[src/rtl/lzss_pkg.sv]
// ----------------------------------------------------------------------------
// lzss_pkg: shared definitions of the LZSS stream decoder
// Register indexes, result status codes, token constants and the command and
// status bundles that join the controller to the datapath.
// ----------------------------------------------------------------------------
package lzss_pkg;

	// Default sizes
	localparam int HISTORY_DEPTH_DEF = 4096;
	localparam int COUNT_WIDTH_DEF   = 20;

	// Configuration port
	localparam int CFG_IDX_W  = 2;
	localparam int CFG_DATA_W = 20;

	localparam logic [CFG_IDX_W-1:0] CFG_OFFSET_BITS  = 2'd0;
	localparam logic [CFG_IDX_W-1:0] CFG_LENGTH_BITS  = 2'd1;
	localparam logic [CFG_IDX_W-1:0] CFG_OUTPUT_LIMIT = 2'd2;

	// Register reset values and legal ranges
	localparam logic [3:0]  OFF_BITS_RST = 4'd12;
	localparam logic [3:0]  OFF_BITS_MIN = 4'd7;
	localparam logic [3:0]  OFF_BITS_MAX = 4'd12;
	localparam logic [2:0]  LEN_BITS_RST = 3'd4;
	localparam logic [2:0]  LEN_BITS_MIN = 3'd1;
	localparam logic [2:0]  LEN_BITS_MAX = 3'd5;
	localparam logic [19:0] LIMIT_RST    = 20'd100000;

	// Result payload
	localparam int BYTE_W   = 8;
	localparam int STATUS_W = 2;
	localparam int USED_W   = 20;

	localparam logic [STATUS_W-1:0] ST_DATA  = 2'd0;
	localparam logic [STATUS_W-1:0] ST_END   = 2'd1;
	localparam logic [STATUS_W-1:0] ST_LIMIT = 2'd2;
	localparam logic [STATUS_W-1:0] ST_BAD   = 2'd3;

	// Token assembly
	localparam int SHIFT_W = 18;
	localparam int HELD_W  = 5;
	localparam int OFF_W   = 12;
	localparam int LEN_W   = 5;
	localparam int CNT_W   = 6;

	localparam logic [HELD_W-1:0] LIT_TOKEN_BITS = 5'd9;
	localparam logic [CNT_W-1:0]  MATCH_BIAS     = 6'd3;
	localparam logic [3:0]        BYTE_BITS      = 4'd8;

	// Controller to datapath
	typedef struct packed {
		logic                clr_step;   // write one zero entry of the clear pass
		logic                accept;     // take the input transaction
		logic                bit_step;   // shift one compressed bit into the token
		logic                tok_take;   // capture token fields, clear the token
		logic                emit_lit;   // emit the literal byte
		logic                emit_copy;  // emit one byte of the match copy
		logic                gen_stat;   // produce a status result
		logic [STATUS_W-1:0] stat_code;
		logic                flush;      // release the pending result as last
	} cmd_t;

	// Datapath to controller
	typedef struct packed {
		logic in_done;       // stream already finished for the offered byte
		logic clr_last;      // clear pass at its final entry
		logic bit_last;      // bit being shifted is the last of the byte
		logic more_bits;     // bits of the current byte remain
		logic bit_complete;  // this bit completes a token
		logic tok_flag;      // completed token is a literal
		logic limit_hit;     // output count at or over the limit
		logic off_zero;      // match offset is zero
		logic len_zero;      // match length field is zero
		logic emit_limit;    // the byte emitted now reaches the limit
		logic copy_last;     // one byte of the match left
		logic gen_ok;        // a new result can enter the pending stage
		logic pend_valid;    // pending result held
		logic out_free;      // output register can load this cycle
	} sts_t;

endpackage

[src/rtl/lzss_ctrl.sv]
// ----------------------------------------------------------------------------
// lzss_ctrl: decoder sequencer
// Steps through the ring clear after reset, then per compressed byte: accept,
// bit-by-bit shifting, token decode, literal or match copy, status results and
// the final release of the last result of the byte.
// ----------------------------------------------------------------------------
module lzss_ctrl (
	input  logic            clk,
	input  logic            arst_n,
	input  logic            in_valid,
	output logic            in_stall,
	input  lzss_pkg::sts_t  sts,
	output lzss_pkg::cmd_t  cmd
);

	typedef enum logic [10:0] {
		S_CLEAR = 11'b000_0000_0001,
		S_IDLE  = 11'b000_0000_0010,
		S_BIT   = 11'b000_0000_0100,
		S_TOKEN = 11'b000_0000_1000,
		S_LIT   = 11'b000_0001_0000,
		S_PRIME = 11'b000_0010_0000,
		S_COPY  = 11'b000_0100_0000,
		S_END   = 11'b000_1000_0000,
		S_LIMIT = 11'b001_0000_0000,
		S_BAD   = 11'b010_0000_0000,
		S_FIN   = 11'b100_0000_0000
	} state_t;

	state_t state_q;
	state_t state_d;
	state_t after_tok;

	// State after a token is done: more bits of the byte, or wrap up
	assign after_tok = sts.more_bits ? S_BIT : S_FIN;

	assign in_stall = (state_q != S_IDLE);

	// Next state and commands
	always_comb begin
		state_d = state_q;
		cmd     = '0;
		case (state_q)
			S_CLEAR: begin
				cmd.clr_step = 1'b1;
				if (sts.clr_last) begin
					state_d = S_IDLE;
				end
			end
			S_IDLE: begin
				if (in_valid) begin
					cmd.accept = 1'b1;
					if (!sts.in_done) begin
						state_d = S_BIT;
					end
				end
			end
			S_BIT: begin
				cmd.bit_step = 1'b1;
				if (sts.bit_complete) begin
					state_d = S_TOKEN;
				end else if (sts.bit_last) begin
					state_d = S_FIN;
				end
			end
			S_TOKEN: begin
				cmd.tok_take = 1'b1;
				if (sts.limit_hit) begin
					state_d = S_LIMIT;
				end else if (sts.tok_flag) begin
					state_d = S_LIT;
				end else if (sts.off_zero) begin
					state_d = sts.len_zero ? S_END : S_BAD;
				end else begin
					state_d = S_PRIME;
				end
			end
			S_LIT: begin
				if (sts.gen_ok) begin
					cmd.emit_lit = 1'b1;
					state_d      = sts.emit_limit ? S_LIMIT : after_tok;
				end
			end
			S_PRIME: begin
				state_d = S_COPY;
			end
			S_COPY: begin
				if (sts.gen_ok) begin
					cmd.emit_copy = 1'b1;
					if (sts.emit_limit) begin
						state_d = S_LIMIT;
					end else if (sts.copy_last) begin
						state_d = after_tok;
					end
				end
			end
			S_END: begin
				cmd.stat_code = lzss_pkg::ST_END;
				if (sts.gen_ok) begin
					cmd.gen_stat = 1'b1;
					state_d      = S_FIN;
				end
			end
			S_LIMIT: begin
				cmd.stat_code = lzss_pkg::ST_LIMIT;
				if (sts.gen_ok) begin
					cmd.gen_stat = 1'b1;
					state_d      = S_FIN;
				end
			end
			S_BAD: begin
				cmd.stat_code = lzss_pkg::ST_BAD;
				if (sts.gen_ok) begin
					cmd.gen_stat = 1'b1;
					state_d      = S_FIN;
				end
			end
			S_FIN: begin
				if (!sts.pend_valid || sts.out_free) begin
					cmd.flush = sts.pend_valid;
					state_d   = S_IDLE;
				end
			end
			default: begin
				state_d = S_IDLE;
			end
		endcase
	end

	// State register
	always_ff @(posedge clk or negedge arst_n) begin
		if (!arst_n) begin
			state_q <= S_CLEAR;
		end else begin
			state_q <= state_d;
		end
	end

	// A status result always closes the byte
	a_stat_to_fin: assert property (@(posedge clk) disable iff (!arst_n)
		((state_q == S_END || state_q == S_LIMIT || state_q == S_BAD) && sts.gen_ok)
		|=> (state_q == S_FIN))
		else $error("status result not followed by byte wrap-up");

	// The read issued while priming lands before the first copy
	a_prime_copy: assert property (@(posedge clk) disable iff (!arst_n)
		(state_q == S_PRIME) |=> (state_q == S_COPY))
		else $error("match prime not followed by copy");

	// A byte of a finished stream leaves no work behind
	a_done_idle: assert property (@(posedge clk) disable iff (!arst_n)
		(cmd.accept && sts.in_done) |=> (state_q == S_IDLE))
		else $error("byte of finished stream started decoding");

endmodule

[config.mk]
export PLATFORM = sky130hd
export DESIGN_NAME = lzss_ctrl
export DESIGN_NICKNAME = d
export VERILOG_FILES = /design/src/rtl/lzss_pkg.sv /design/src/rtl/lzss_ctrl.sv
export SDC_FILE = /design/constraint.sdc
export NUM_CORES = 1
export LEC_CHECK = 0
export ABC_AREA = 1
export BUFFER_PORTS_ARGS = -buffer_cell sky130_fd_sc_hd__buf_2
export CORE_MARGIN = 2
export CORE_UTILIZATION = 57
export CTS_BUF_LIST = sky130_fd_sc_hd__clkbuf_2
export DETAILED_ROUTE_END_ITERATION = 10
export PLACE_DENSITY = 0.94
export SYNTH_ARGS = -nofsm -noshare
export SYNTH_HDL_FRONTEND = slang
export SYNTH_SLANG_ARGS = --single-unit
[constraint.sdc]
create_clock -name clk -period 3.13 [get_ports clk]
set_input_delay 0.1565 -clock clk [delete_from_list [all_inputs] [get_ports clk]]
set_output_delay 0.1565 -clock clk [all_outputs]
set_load 0.1 [all_outputs]
======== Word level (Yosys, flattened, before mapping) ========
Cells that the tools add are included.
storage, ports and cells
  output and inout port bits .............. 11
  logic and storage cells ................. 55
  register bits ........................... 11
  input bits .............................. 17
cells by class
  reductions and logical operators ........ 4
  equality and inequality tests ........... 21
  multiplexer cells ....................... 29
operators by type and width
  cell                                             count
  2-to-1 mux 11 bit                                15
  one-hot mux 11 bit (9 select lines)              1
  2-to-1 mux 10 bit                                2
  != test 2 bit, second input constant             6
  == test 11 x 1 -> 1 bit, second input constant   1
  == test 11 x 10 -> 1 bit, second input constant  1
  == test 11 bit, second input constant            1
  == test 11 x 2 -> 1 bit, second input constant   1
  == test 11 x 3 -> 1 bit, second input constant   1
  == test 11 x 4 -> 1 bit, second input constant   1
  == test 11 x 5 -> 1 bit, second input constant   1
  == test 11 x 6 -> 1 bit, second input constant   1
  == test 11 x 7 -> 1 bit, second input constant   1
  == test 11 x 8 -> 1 bit, second input constant   1
  == test 11 x 9 -> 1 bit, second input constant   1
  != test 11 x 2 -> 1 bit, second input constant   1
  2-to-1 mux 1 bit                                 10
  one-hot mux 3 bit (3 select lines)               1
  AND reduction 9 bit                              1
  != test 3 bit, second input constant             2
  OR reduction 3 bit                               1
  != test 2 x 1 -> 1 bit, second input constant    1
  zero test 1 bit                                  1
  logical OR 1 bit                                 1

======== Depth between registers and ports, before layout ========
  word-level depth ........................ 5
  gate-level depth with buffers ........... 12
  gate-level depth less buffers ........... 12

======== Least setup slack after synthesis ========
No wires, ideal clock.
  path type ............................... reg-to-output
  start ................................... register state_q[5]
  end ..................................... output cmd[1] (netlist name)
  setup slack ............................. 56 ps
  stages on the path, launching flop included .. 4
  data arrival time ....................... 2918 ps
  path buffers ............................ 0
  path through ............................ dfrtp_1 nor2_2 nand2_4 o31ai_1
RTL lines
  what                    line              text
  from (decl)             lzss_ctrl.sv:30   state_t state_q;
  from (signal assigned)  lzss_ctrl.sv:135  state_q <= state_d;
  to (decl)               lzss_ctrl.sv:13   output lzss_pkg::cmd_t cmd

==> out/qor.yml <==
clk_latency_ps: 270
max_freq_mhz: 487
cp-end-kind: "primary output"
fp.dieArea_um2: 2080
maxSlewHeadroom: 0.675
grt_pass1_vias: 884
nets: 192
synth_warnings: 0
cts_max_level: 1
cts-root-buf: "clkbuf_2"
synthesis.nets: 159
syn_inst: 142
coreArea_um2: 1670
critical_path_class: "register to primary output"
cts_resized: 0
grt_max_degree: 12
cts_tree: "yes"
ys_types: 22
die_w_um: 45.6
wl_per_cell_um: 11.2
setup-violations-final: 0
final_hold_viol_count: 0
seq_area_frac_synth: 0.281
total_power_uw: 965
reg.largest.list: "state_q (11)"
top_register: "state_q"
initialDrtViolationCount: 38
cellPowerDensity_nw_per_um2: 824
hpwl_um: 1830
post-route-period-util: 0.656
power_leakage_uw: 0.000702
outcome: "finished, final reports clean"
worstPathMaxFanout: 6
remaining_drc_errors: 0
num_antenna_cells: 0
vias: 969
worst_pin_slew_ps: 491
crit_slowest_cell: "dfrtp_1"
seqCellArea_um2: 277
crit_path_max_incr_delay_ps: 430
clockBufferDepth: 2
skew_ps: 6.64
io_pins: 28
syn_avg_cell_area_um2: 6.93
dieHeight_um: 45.6
rsz0062_at_grt: "false"
synth_area_um2: 985
maxCapViolCount: 0
grt_use_total: 0.252
vdd_drop_max_mv: 0.907
port_buffers: 27
finalCriticalPeriod_ps: 2050
initial_core_util: 0.590
cpMostUsedCell: "nand2_4"
ys_ff_latch: 11
maxSlewViolCount: 0
drive_above_1_share: 0.368
grt_pass1_wl_um: 3680
area_growth_pct: 18.9
final_cell_mix: "35 x nand2_1, 27 x buf_2, 23 x inv_1, 19 x nor2_1, 11 x nand3_1"
start_kind: "register"
grt-ovfl-total: 0
postRouteAntennaNets: 0
required_ps: 2970
multiInputGateArea_um2: 618
clock_sinks: 11
drt_wl_total_um: 2150
largest_register_ff_count: 11
hp-class: "input pin to register"
vias_per_cell: 5.07
worstPathCellList: "nor2_2 > nand2_4 > nor2_4 > nand2_2 > nand2_4 > inv_2 > nor2_1 > buf_2"
path_clk_slew_ps: 110
cts_buffers: 3
core.rowCount: 15
antenna_found_initial: 0
cp.arrival_ps: 1900
gp_congestion: 0.873
first_pass_iters: 4
fillerInstances: 145
final_common_cell: "nand2_1"
postLayoutCoreUtil: 0.701
fin_tns_setup_ps: 0
## routing by layer
layer  up-vias  global-route usage  part of all wire
li1        501                   -                 -
met1       431               0.305              0.44
met2        30               0.423              0.50
met3         7              0.0397             0.034
met4         0               0.135             0.028
met5         -                   0                 0
## stage by stage
stage               cell area, µm²  cells  worst slack [ps]  hold WS, ps
detailed placement            1140    186              1410         33.0
finish                        1170    191              1080         50.0
CTS                           1170    191              1100         66.4
floorplan                      985    142              55.8         -139
global route                  1170    191               964         46.7
global placement              1140    186              1460         27.4
## power by group
part,internal [µW],switching [µW]
logic,172,517
registers,169,23.1
clock network,33.9,50.3
## area by class of cell
cell class,instances,area share
clock buffers,4,0.0171
inverters,24,0.0769
multi-input cells,107,0.528
flip-flops and latches,11,0.236
well taps,17,0.0182
repair buffers,28,0.124
## cell families after synthesis
kind of cell | synth area share
buffers and inverters | 0.0915
DFF | 0.281
AOI/OAI and AO/OA | 0.0521
and+or+nand+nor | 0.576
## worst max-delay path, delay by kind of cell, from the launching register on
family,cells,cell delay [ps]
AND/OR/NAND/NOR,6,710
flip-flops,1,430
buffers and inverters,2,480
## worst paths after layout
path | cells after the start | from | slack (ps) | to
max reg2reg | 11 | state_q[0] | 1470 | state_q[7]
min in group asynchronous | 2 | arst_n | 260 | state_q[10]
max | 8 | state_q[9] | 1080 | cmd[3]
min reg2reg | 2 | state_q[1] | 600 | state_q[1]
max in group asynchronous | 2 | arst_n | 2610 | state_q[0]
min | 2 | sts[12] | 50 | state_q[0]
## Yosys cell counts
cell	number	area share
nor3_1	4	0.020
nand2_1	35	0.13
nand3_4	1	0.018
o22ai_1	1	0.0064
nor3_2	1	0.010
nor2_8	2	0.041
dfstp_2	1	0.027
nor2_2	5	0.032
inv_1	23	0.088
o21ai_2	2	0.018
inv_2	1	0.0038
nand3_2	1	0.010
o21ai_0	2	0.010
nor2_4	7	0.080
nand4_1	1	0.0064
nor2_1	19	0.072
nand2_4	4	0.046
o21ai_1	2	0.010
dfrtp_1	10	0.25
nand3_1	11	0.056
o31ai_1	1	0.0076
nand2_2	8	0.051
## timing repair
item,4_1_cts,5_1_grt
buffers inserted,0,0
setup endpoints to repair,0,0
hold buffers,1,0
endpoints found under the hold margin,11,0
Note: power is estimated with default switching activity, not from simulation.
